$ cat config.mk
export PLATFORM = sky130hd
export DESIGN_NAME = sorted_timeout_queue_top
export DESIGN_NICKNAME = d
export VERILOG_FILES = /design/src/rtl/stq_pkg.sv /design/src/rtl/sorted_timeout_queue_top.sv /design/src/rtl/stq_cell.sv
export SDC_FILE = /design/constraint.sdc
export NUM_CORES = 2
export LEC_CHECK = 0
export BUFFER_PORTS_ARGS = -buffer_cell sky130_fd_sc_hd__buf_4
export CORE_ASPECT_RATIO = 2
export CORE_MARGIN = 2
export CORE_UTILIZATION = 45
export CTS_BUF_LIST = sky130_fd_sc_hd__clkbuf_4 sky130_fd_sc_hd__clkbuf_8
export DETAILED_ROUTE_END_ITERATION = 8
export HOLD_SLACK_MARGIN = 0.02
export PLACE_DENSITY_LB_ADDON = 0.1
export SYNTH_ARGS = -nofsm -noshare
export SYNTH_HDL_FRONTEND = slang
export SYNTH_SLANG_ARGS = --single-unit
$ cat constraint.sdc
create_clock -name clk -period 23.2 [get_ports clk]
set_clock_uncertainty 0.15 [all_clocks]
set_input_delay 2.32 -clock clk [delete_from_list [all_inputs] [get_ports clk]]
set_output_delay 2.32 -clock clk [all_outputs]
set_load 0.1 [all_outputs]
$ cat src/rtl/stq_pkg.sv
// Shared types, command codes and sizes of the sorted timeout queue.
`default_nettype none
package stq_pkg;

  localparam int STQ_DEPTH   = 16;
  localparam int MAX_RESULTS = 16;

  localparam int FUNC_W  = 3;
  localparam int TABLE_W = 8;
  localparam int KEY_W   = 32;
  localparam int TOUT_W  = 16;
  localparam int TIME_W  = 32;
  localparam int OCC_W   = 5;

  localparam logic [FUNC_W-1:0] FUNC_ADD       = 3'd0;
  localparam logic [FUNC_W-1:0] FUNC_DEL_KEY   = 3'd1;
  localparam logic [FUNC_W-1:0] FUNC_DEL_TABLE = 3'd2;
  localparam logic [FUNC_W-1:0] FUNC_TICK      = 3'd3;
  localparam logic [FUNC_W-1:0] FUNC_CLEAR     = 3'd4;

  localparam logic KIND_EXPIRED = 1'b0;
  localparam logic KIND_REJECT  = 1'b1;

  // Command broadcast to every cell of the chain.
  localparam logic [1:0] CMD_HOLD = 2'd0;
  localparam logic [1:0] CMD_ADD  = 2'd1;
  localparam logic [1:0] CMD_DEL  = 2'd2;
  localparam logic [1:0] CMD_POP  = 2'd3;

  typedef struct packed {
    logic [TIME_W-1:0]  expiry;
    logic [TABLE_W-1:0] table_id;
    logic [KEY_W-1:0]   key_id;
  } stq_entry_t;

  typedef struct packed {
    logic [1:0]         cmd;
    logic [TIME_W-1:0]  now;
    logic [TOUT_W-1:0]  timeout;
    logic [TABLE_W-1:0] table_id;
    logic [KEY_W-1:0]   key_id;
    logic               by_key;
  } stq_ctrl_t;

  // Per-cell flags that ripple to the right neighbor or go back to control.
  typedef struct packed {
    logic take;     // new entry goes here or further left
    logic remove;   // a delete hit lies here or further left
    logic expired;  // valid entry due at or before the current time
  } stq_stat_t;

endpackage
`default_nettype wire

$ cat src/rtl/sorted_timeout_queue_top.sv
// Top level of the sorted timeout queue: control sequencer around a chain of cells.
`default_nettype none
// Channel   Direction  Handshake            Payload
// in_       request    in_valid / in_stall  func, table_id, key_id, timeout
// out_      result     out_valid / out_stall kind, table, key, occupancy, last
//
// Steps: an add is accepted, then the chain shifts once. A delete squeezes
// out one matching entry per cycle until none is left. A tick pops expired
// entries off the front, one per cycle while the output is not stalled, up to
// MAX_RESULTS; the single output register sets that pace. Clear empties the count.
// Reset (synchronous, active low) empties the queue and zeroes the clock;
// cell contents are not cleared. A stalled output holds the drain in place.
module sorted_timeout_queue_top #(
  parameter int DEPTH = stq_pkg::STQ_DEPTH
) (
  input  wire                          clk,
  input  wire                          rst_n,
  input  wire                          in_valid,
  output logic                         in_stall,
  input  wire  [stq_pkg::FUNC_W-1:0]   in_func,
  input  wire  [stq_pkg::TABLE_W-1:0]  in_table_id,
  input  wire  [stq_pkg::KEY_W-1:0]    in_key_id,
  input  wire  [stq_pkg::TOUT_W-1:0]   in_timeout,
  output logic                         out_valid,
  input  wire                          out_stall,
  output logic                         out_kind,
  output logic [stq_pkg::TABLE_W-1:0]  out_table,
  output logic [stq_pkg::KEY_W-1:0]    out_key,
  output logic [stq_pkg::OCC_W-1:0]    out_occupancy,
  output logic                         out_last
);
  import stq_pkg::*;

  localparam int CW = $clog2(DEPTH + 1);
  localparam int NW = $clog2(MAX_RESULTS + 1);

  localparam logic [1:0] ST_IDLE  = 2'd0;
  localparam logic [1:0] ST_ADD   = 2'd1;
  localparam logic [1:0] ST_DEL   = 2'd2;
  localparam logic [1:0] ST_DRAIN = 2'd3;

  // Control state.
  logic [1:0]         state_r, state_nxt;
  logic [CW-1:0]      count_r, count_nxt;
  logic [TIME_W-1:0]  time_r, time_nxt;
  logic [NW-1:0]      popped_r, popped_nxt;
  logic               out_valid_r, out_valid_nxt;

  // Held request fields.
  logic [TABLE_W-1:0] op_table_r, op_table_nxt;
  logic [KEY_W-1:0]   op_key_r, op_key_nxt;
  logic [TOUT_W-1:0]  op_tout_r, op_tout_nxt;
  logic               op_by_key_r, op_by_key_nxt;

  // Result register.
  logic               out_kind_r, out_kind_nxt;
  logic [TABLE_W-1:0] out_table_r, out_table_nxt;
  logic [KEY_W-1:0]   out_key_r, out_key_nxt;
  logic [CW-1:0]      out_count_r, out_count_nxt;
  logic               out_last_r, out_last_nxt;

  logic               in_acc;
  logic               slot_free;
  logic               full;
  logic [1:0]         cmd;
  logic [CW+OCC_W-1:0] occ_ext;

  stq_ctrl_t          ctrl;
  stq_entry_t         cell_entry [DEPTH];
  stq_stat_t          cell_stat  [DEPTH];

  assign full      = (count_r == CW'(DEPTH));
  assign slot_free = !out_valid_r || !out_stall;
  assign in_stall  = (state_r != ST_IDLE) || (out_valid_r && out_stall);
  assign in_acc    = in_valid && !in_stall;

  assign ctrl.cmd      = cmd;
  assign ctrl.now      = time_r;
  assign ctrl.timeout  = op_tout_r;
  assign ctrl.table_id = op_table_r;
  assign ctrl.key_id   = op_key_r;
  assign ctrl.by_key   = op_by_key_r;

  // Chain of cells: slot 0 holds the nearest expiry.
  for (genvar i = 0; i < DEPTH; i++) begin : g_cell
    stq_stat_t  stat_left;
    stq_entry_t entry_left;
    stq_entry_t entry_right;
    logic       valid;

    assign valid = (count_r > CW'(i));

    if (i == 0) begin : g_head
      assign stat_left  = '0;
      assign entry_left = cell_entry[0];
    end else begin : g_body
      assign stat_left  = cell_stat[i-1];
      assign entry_left = cell_entry[i-1];
    end

    if (i == DEPTH - 1) begin : g_tail
      assign entry_right = cell_entry[i];
    end else begin : g_inner
      assign entry_right = cell_entry[i+1];
    end

    stq_cell u_cell (
      .clk         (clk),
      .valid       (valid),
      .ctrl        (ctrl),
      .stat_left   (stat_left),
      .entry_left  (entry_left),
      .entry_right (entry_right),
      .entry       (cell_entry[i]),
      .stat        (cell_stat[i])
    );
  end

  always_comb begin
    state_nxt     = state_r;
    count_nxt     = count_r;
    time_nxt      = time_r;
    popped_nxt    = popped_r;
    op_table_nxt  = op_table_r;
    op_key_nxt    = op_key_r;
    op_tout_nxt   = op_tout_r;
    op_by_key_nxt = op_by_key_r;
    out_valid_nxt = out_valid_r && out_stall;
    out_kind_nxt  = out_kind_r;
    out_table_nxt = out_table_r;
    out_key_nxt   = out_key_r;
    out_count_nxt = out_count_r;
    out_last_nxt  = out_last_r;
    cmd           = CMD_HOLD;

    case (state_r)
      ST_IDLE: begin
        if (in_acc) begin
          op_table_nxt  = in_table_id;
          op_key_nxt    = in_key_id;
          op_tout_nxt   = in_timeout;
          op_by_key_nxt = (in_func == FUNC_DEL_KEY);
          case (in_func)
            FUNC_ADD: begin
              if (full) begin
                // Reject: the output slot is free here, since stalls block accept.
                out_valid_nxt = 1'b1;
                out_kind_nxt  = KIND_REJECT;
                out_table_nxt = in_table_id;
                out_key_nxt   = in_key_id;
                out_count_nxt = count_r;
                out_last_nxt  = 1'b1;
              end else begin
                state_nxt = ST_ADD;
              end
            end
            FUNC_DEL_KEY, FUNC_DEL_TABLE: begin
              state_nxt = ST_DEL;
            end
            FUNC_TICK: begin
              time_nxt   = time_r + 1'b1;
              popped_nxt = '0;
              state_nxt  = ST_DRAIN;
            end
            FUNC_CLEAR: begin
              count_nxt = '0;
            end
            default: begin
              state_nxt = ST_IDLE;
            end
          endcase
        end
      end
      ST_ADD: begin
        cmd       = CMD_ADD;
        count_nxt = count_r + 1'b1;
        state_nxt = ST_IDLE;
      end
      ST_DEL: begin
        // Drop the first match each cycle until none is left.
        if (cell_stat[DEPTH-1].remove) begin
          cmd       = CMD_DEL;
          count_nxt = count_r - 1'b1;
        end else begin
          state_nxt = ST_IDLE;
        end
      end
      ST_DRAIN: begin
        if (!cell_stat[0].expired) begin
          state_nxt = ST_IDLE;
        end else if (slot_free) begin
          // Pop the front entry into the result register.
          cmd           = CMD_POP;
          count_nxt     = count_r - 1'b1;
          popped_nxt    = popped_r + 1'b1;
          out_valid_nxt = 1'b1;
          out_kind_nxt  = KIND_EXPIRED;
          out_table_nxt = cell_entry[0].table_id;
          out_key_nxt   = cell_entry[0].key_id;
          out_count_nxt = count_r - 1'b1;
          out_last_nxt  = !(cell_stat[1].expired && (popped_r + 1'b1 < NW'(MAX_RESULTS)));
          if (out_last_nxt) begin
            state_nxt = ST_IDLE;
          end
        end
      end
      default: begin
        state_nxt = ST_IDLE;
      end
    endcase
  end

  always_ff @(posedge clk) begin
    if (!rst_n) begin
      state_r     <= ST_IDLE;
      count_r     <= '0;
      time_r      <= '0;
      popped_r    <= '0;
      out_valid_r <= 1'b0;
    end else begin
      state_r     <= state_nxt;
      count_r     <= count_nxt;
      time_r      <= time_nxt;
      popped_r    <= popped_nxt;
      out_valid_r <= out_valid_nxt;
    end
  end

  always_ff @(posedge clk) begin
    op_table_r  <= op_table_nxt;
    op_key_r    <= op_key_nxt;
    op_tout_r   <= op_tout_nxt;
    op_by_key_r <= op_by_key_nxt;
    out_kind_r  <= out_kind_nxt;
    out_table_r <= out_table_nxt;
    out_key_r   <= out_key_nxt;
    out_count_r <= out_count_nxt;
    out_last_r  <= out_last_nxt;
  end

  // Occupancy reports the low bits of the count, whatever the depth.
  assign occ_ext       = {{OCC_W{1'b0}}, out_count_r};
  assign out_occupancy = occ_ext[OCC_W-1:0];
  assign out_valid     = out_valid_r;
  assign out_kind      = out_kind_r;
  assign out_table     = out_table_r;
  assign out_key       = out_key_r;
  assign out_last      = out_last_r;

endmodule
`default_nettype wire

$ cat src/rtl/stq_cell.sv
// One slot of the sorted chain: holds an entry and shifts with its neighbors.
`default_nettype none
module stq_cell (
  input  wire                      clk,
  input  wire                      valid,
  input  wire stq_pkg::stq_ctrl_t  ctrl,
  input  wire stq_pkg::stq_stat_t  stat_left,
  input  wire stq_pkg::stq_entry_t entry_left,
  input  wire stq_pkg::stq_entry_t entry_right,
  output stq_pkg::stq_entry_t      entry,
  output stq_pkg::stq_stat_t       stat
);
  import stq_pkg::*;

  stq_entry_t        entry_r;
  stq_entry_t        entry_nxt;
  stq_entry_t        new_entry;
  logic [TIME_W-1:0] time_left;
  logic              later;
  logic              hit;

  assign time_left = entry_r.expiry - ctrl.now;
  assign later = valid && ($signed(time_left) > $signed({{(TIME_W-TOUT_W){1'b0}}, ctrl.timeout}));
  assign hit   = valid && (entry_r.table_id == ctrl.table_id)
                 && (!ctrl.by_key || (entry_r.key_id == ctrl.key_id));

  assign stat.take    = later || !valid;
  assign stat.remove  = hit || stat_left.remove;
  assign stat.expired = valid && ($signed(time_left) <= $signed({TIME_W{1'b0}}));

  assign new_entry.expiry   = ctrl.now + {{(TIME_W-TOUT_W){1'b0}}, ctrl.timeout};
  assign new_entry.table_id = ctrl.table_id;
  assign new_entry.key_id   = ctrl.key_id;

  always_comb begin
    entry_nxt = entry_r;
    case (ctrl.cmd)
      CMD_ADD: begin
        // Insert at the first later slot; push the tail one to the right.
        if (stat.take) begin
          entry_nxt = stat_left.take ? entry_left : new_entry;
        end
      end
      CMD_DEL: begin
        if (stat.remove) begin
          entry_nxt = entry_right;
        end
      end
      CMD_POP: begin
        entry_nxt = entry_right;
      end
      default: begin
        entry_nxt = entry_r;
      end
    endcase
  end

  always_ff @(posedge clk) begin
    entry_r <= entry_nxt;
  end

  assign entry = entry_r;

endmodule
`default_nettype wire
# Word level (Yosys, flattened, before mapping)
# Cells that the tools add are included.
# word_totals
out_inout_bits,49
input_bits,63
register_bits,1301
# classes
n_eq_ne,86
magnitude_cmp,35
n_reduce_logical,151
add_sub_neg,21
muxes,114
# ops
operator,n
$mux W72,45
$pmux W72 S3,15
$eq A32 B32 Y1,16
$gt A32 B17 Y1,16
$sub A32 B32 Y32,16
$mux W32,5
$eq A8 B8 Y1,16
$ne A2 B1 Y1 const B,33
$le A32 B1 Y1 const B,2
$pmux W32 S2,1
$mux W5,12
$logic_and A1 B1 Y1,53
$logic_or A1 B1 Y1,49
$reduce_and A3 Y1,16
$gt A5 B4 Y1 const B,8
$mux W8,5
$add A32 B1 Y32 const B,1
$add A32 B16 Y32,1
$logic_not A1 Y1,21
$gt A5 B3 Y1 const B,4
$pmux W5 S2,2
$pmux W5 S4,1
$mux W2,9
$pmux W2 S4,2
other kinds (25),58

# Depth between registers and ports, before layout
# logic_depth
depth_word,23
mapped_depth,27

# Modules after synthesis
# A second synthesis with hierarchy kept.
# unflattened
cells_unflattened,14447
area_unflattened_um2,126149.7
# by_module_without_submodules
module,area_per_inst_um2,seq_area_each_um2,instances,cells_each
stq_cell (g_cell[0].u_cell ...),7462.2,2162.1,7,865
stq_cell (g_cell[3].u_cell ...),7347.0,2162.1,4,851
stq_cell (g_cell[7].u_cell ...),7711.1,2162.1,2,904
stq_cell (g_cell[10].u_cell),7728.7,2162.1,1,917
stq_cell (g_cell[11].u_cell),7514.7,2162.1,1,887
stq_cell (g_cell[9].u_cell),7434.6,2162.1,1,870
sorted_timeout_queue_top,6426.2,4023.9,1,506

# Least setup slack after synthesis
# OpenSTA, ideal clock, no wires.
# synth_path
kind,register -> register
from,reg time_r[1]
to,"reg g_cell[9].u_cell.entry_r (netlist bit g_cell[9].u_cell.entry[0]), enable pin"
path_buffers,2
synth_period_minus_slack_ns,9.052
path_stages_with_launch,24
setup_ns,0.533
arrival_time_ns,8.369
t_required_ns,22.517
slack_ns,14.148
path_cell_list,dfxtp_1 > inv_1 > ha_1 > nand2b_1 > a21oi_1 > o31a_1 > o311ai_0 > nand2b_1 > a21oi_1 > xnor2_1 > ha_1 > and4_1 > nand3_1 > a311oi_1 > a2111oi_0 > a21oi_1 > or4_1 > nor4b_1 > o2111ai_1 > or4_1 > clkbuf_1 > clkbuf_1 > nand2_1 > a22oi_1
# synth_via
elab_chain_len,8
# synth_lines
element,line,text
from (decl),sorted_timeout_queue_top.sv:45,"logic [TIME_W-1:0] time_r, time_nxt;"
from (signal assigned),sorted_timeout_queue_top.sv:223,time_r <= time_nxt;
$sub A32 B32 Y32,stq_cell.sv:22,assign time_left = entry_r.expiry - ctrl.now;
$le A32 B1 Y1,stq_cell.sv:29,assign stat.expired = valid && ($signed(time_left) <= $signed({TIME_W{1'b0}}));
$logic_and A1 B1 Y1,stq_cell.sv:29,
$mux W2,sorted_timeout_queue_top.sv:189,if (!cell_stat[0].expired) begin
$pmux W2 S3,sorted_timeout_queue_top.sv:136,case (state_r)
$eq A2 B2 Y1 (tied with other cells),stq_cell.sv:37,case (ctrl.cmd)
$ne A2 B1 Y1 (no line) / $reduce_bool A3 Y1 (equally long branches),--,
$reduce_and A3 Y1 (no line) *,--,
to (signal assigned),stq_cell.sv:59,entry_r <= entry_nxt;
to (decl),stq_cell.sv:15,stq_entry_t entry_r;
# Mark *: on every way between the ends. The rest lies on a longest branch, timed or not.
# A chain may end at the register's enable or synchronous reset.

==> results.sh <==
export IMPL_outcome="finished, violations left"
export IMPL_violations="max-capacitance violations, max-slew violations"
export IMPL_syn_area_mm2=0.105
export IMPL_clock_power_share_pct=34.0
export IMPL_drive_gt1_share_pct=9.33
export IMPL_wl_met1_um=170000
export IMPL_maxSlewViolCount=9
export IMPL_setup_tns_final_ps=0
export IMPL_grt_max_degree=261
export IMPL_top_layer_used="met5"
export IMPL_fmax_mhz=110
export IMPL_regArea_mm2=0.0386
export IMPL_die_h_um=687
export IMPL_cts_tree="built"
export IMPL_power_w=0.00657
export IMPL_drv_cap=6
export IMPL_port_buffers=111
export IMPL_setup_viol=0
export IMPL_p_switching_w=0.00228
export IMPL_layout_nets=12300
export IMPL_synth_ff_latch_count=1301
export IMPL_ys_types=95
export IMPL_dr_pass1_iters=7
export IMPL_synth_top_area_share_pct=35.9
export IMPL_cts_buffers=217
export IMPL_switching_share_pct=34.7
export IMPL_period_minus_slack_ps=9100
export IMPL_startpoint_type="flip-flop"
export IMPL_critPathCaptureType="flip-flop"
export IMPL_yosysTopAreaCell="edfxtp_1"
export IMPL_root_buffer="clkbuf_8"
export IMPL_num_vias=103000
export IMPL_synth_area_per_cell_um2=9.10
export IMPL_synthArstFlopShare_pct=0
export IMPL_drt_iter0_drc=12300
export IMPL_cts_path_max_buffers=4
export IMPL_start_util_pct=45.3
export IMPL_finalWirelength_um=569000
export IMPL_final_util_pct=49.3
export IMPL_multi_input_area_mm2=0.0631
export IMPL_area_growth_synth_to_final_pct=8.77
export IMPL_comb_power_share_pct=21.6
export IMPL_grt_remaining_overflow=0
export IMPL_crit_arrival_ps=9660
export IMPL_critPathTopFamily="buffers and inverters"
export IMPL_fp_dieW_um=346
export IMPL_ys_seq_area_share_pct=36.8
export IMPL_place_area_mm2=0.109
export IMPL_slowest_stage="buf_4"
export IMPL_crit_required_ps=23770
export IMPL_hp_class="flip-flop to flip-flop"
export IMPL_gr_usage_all_layers_pct=47.3
export IMPL_cp_buffers_inverters=4
export IMPL_hpwl_um=424000
export IMPL_vdd_drop_max_uv=58.1
export IMPL_grt_pass1_vias=99700
export IMPL_period_share_pct=39.2
export IMPL_rows=250
export IMPL_detail_route_wl_per_cell_um=38.8
export IMPL_post_drt_via_cell_ratio=7.02
export IMPL_postCtsResizedCells=0
export IMPL_die_area_mm2=0.237
export IMPL_hold_violations=0
export IMPL_crit_chain="buf_4 -> xor2_1 -> nor4_2 -> nand4_1 -> o21ai_0 -> nand4_1 -> nand4_1 -> nor3_1 -> a31o_2 -> o22ai_1 -> or2_4 -> buf_4 -> buf_12 -> buf_4 -> o21ai_0"
export IMPL_syn_nets=12400
export IMPL_clk_latency_ps=1110
export IMPL_cts_htree_levels=4
export IMPL_p_int_w=0.00429
export IMPL_postSynthCellCount=11500
export IMPL_stdcell_area_mm2=0.114
export IMPL_p_leak_nw=41.4
export IMPL_seqPwrFrac_pct=44.4
export IMPL_synth_edf_count=1256
export IMPL_cp_slowest_stage_delay_ps=1000
export IMPL_path_class="flip-flop to flip-flop"
export IMPL_grt_pass1_wl_um=793000
export IMPL_ys_warn_count=0
export IMPL_path_max_fanout=260
export IMPL_holdBufCountCts=0
export IMPL_route_met3_wl_um=45500
export IMPL_clk_pin_slew_ps=70
export IMPL_drc_errors=0
export IMPL_cts_setup_buffers=0
export IMPL_coreArea_mm2=0.232
export IMPL_clock_sink_count=1301
export IMPL_max_slew_worst_pin_slew_ps=1660
export IMPL_power_density_mw_per_mm2=57.6
export IMPL_antenna_found_initial=55
export IMPL_synth_ff_type="edfxtp_1"
export IMPL_n_fill_cell=22300
export IMPL_slew_headroom_pct=-11.4
export IMPL_drtAntennaViolNets=0
export IMPL_place_gp_congestion=1.09
export IMPL_met2_length_um=261000
export IMPL_ios=112
export IMPL_yosys_top_cells_area="edfxtp_1 36%, ha_1 9.3%, xor2_1 5.5%"
export IMPL_rsz0062_at_grt="false"
## cell type report
| cell class | instances | area share [%] |
|---|---|---|
| Inverter | 261 | 0.858 |
| Clock buffer | 284 | 3.09 |
| Timing Repair Buffer | 412 | 2.90 |
| Tap cell | 3024 | 3.31 |
| Clock inverter | 106 | 0.680 |
| Multi-Input combinational cell | 9251 | 55.3 |
| Sequential cell | 1301 | 33.8 |
| Antenna cell | 39 | 0.0855 |
## power by group through the flow
stage	clock (W)	combinational [W]	sequential (W)
global placement	0	0.00130	0.00295
CTS	0.00224	0.00133	0.00290
global route	0.00231	0.00149	0.00291
floorplan	0	0.000807	0.00286
detailed placement	0	0.00132	0.00295
finish	0.00223	0.00142	0.00292
## tightest hold or removal path, delay by kind of cell (launching register included)
| kind | cells | cell delay, ps |
|---|---|---|
| compound gates | 2 | 140 |
| flops | 1 | 330 |
## final timing paths
kind | startpoint | end | slack, ps | depth (start not counted)
worst max-delay path | op_key_r[8] | g_cell[5].u_cell.entry[4] | 14100 | 15
worst min-delay path | time_r[10] | time_r[10] | 360 | 2
worst max register to register | op_key_r[8] | g_cell[5].u_cell.entry[4] | 14100 | 15
worst min register to register | time_r[10] | time_r[10] | 360 | 2
## synth_stat cells (53+ instances only)
| library cell | number |
|---|---|
| nand2b_1 | 108 |
| o21a_1 | 129 |
| nor2b_1 | 96 |
| o21ai_0 | 804 |
| xnor2_1 | 322 |
| nand3_1 | 340 |
| a21oi_1 | 790 |
| mux2_2 | 120 |
| buf_2 | 137 |
| mux2i_1 | 382 |
| and2_1 | 57 |
| xor2_1 | 662 |
| edfxtp_1 | 1256 |
| a31oi_1 | 224 |
| o21bai_1 | 62 |
| clkbuf_1 | 516 |
| nor4_1 | 224 |
| a21o_1 | 216 |
| nand4_1 | 377 |
| inv_1 | 261 |
| nand2_1 | 1321 |
| o211ai_1 | 389 |
| nor3_1 | 125 |
| or3_1 | 53 |
| a211oi_1 | 97 |
| and3_1 | 56 |
| nor2_1 | 782 |
| o31ai_1 | 103 |
| ha_1 | 781 |
| buf_1 | 62 |
## placed cells by master (no fill, tap or decap), types with 103 or more instances in the layout
cell type / count
nand2_1: 1314
edfxtp_1: 1256
o21ai_0: 798
a21oi_1: 785
ha_1: 779
nor2_1: 772
xor2_1: 649
o211ai_1: 389
buf_4: 386
mux2i_1: 380
nand4_1: 377
nand3_1: 340
xnor2_1: 317
inv_1: 260
clkbuf_8: 224
a31oi_1: 220
a21o_1: 216
nor4_1: 199
o21a_1: 129
nor3_1: 125
mux2_2: 120
nand2b_1: 108
o31ai_1: 103
## cells by family after synthesis
family	after synthesis	share of synthesized area (%)
XOR/XNOR	984	8.21
multiplexers	502	4.93
AO/OA/AOI/OAI	3273	19.9
adder cells (fa/ha/maj)	798	9.63
buffers and inverters	987	3.76
flip-flops	1301	36.8
AND/OR/NAND/NOR	3694	16.7
## sequential cells by signal, summed over array words and instances (netlist names)
name                 flops
op_key_r                32
op_tout_r               16
count_r                  5
out_key                 32
state_r                  2
out_occupancy            5
op_by_key_r              1
out_valid                1
out_table                8
op_table_r               8
popped_r                 5
out_kind                 1
out_last                 1
time_r                  32
g_cell.u_cell.entry   1152
## layer usage
metal,up-vias,GRT usage [%]
met3,3287,12.9
met2,7120,75.9
met1,49300,43.9
li1,43300,-
met5,-,0.0816
met4,26,60.8
## metrics by stage
step	setup WS (ps)	instances	hold WS, ps
floorplan	14150	11500	314
global placement	14000	14200	331
detailed placement	14800	14200	354
CTS	14770	14600	365
global route	14110	14600	383
finish	14100	14700	364
Power figures use the tool's default switching activity.
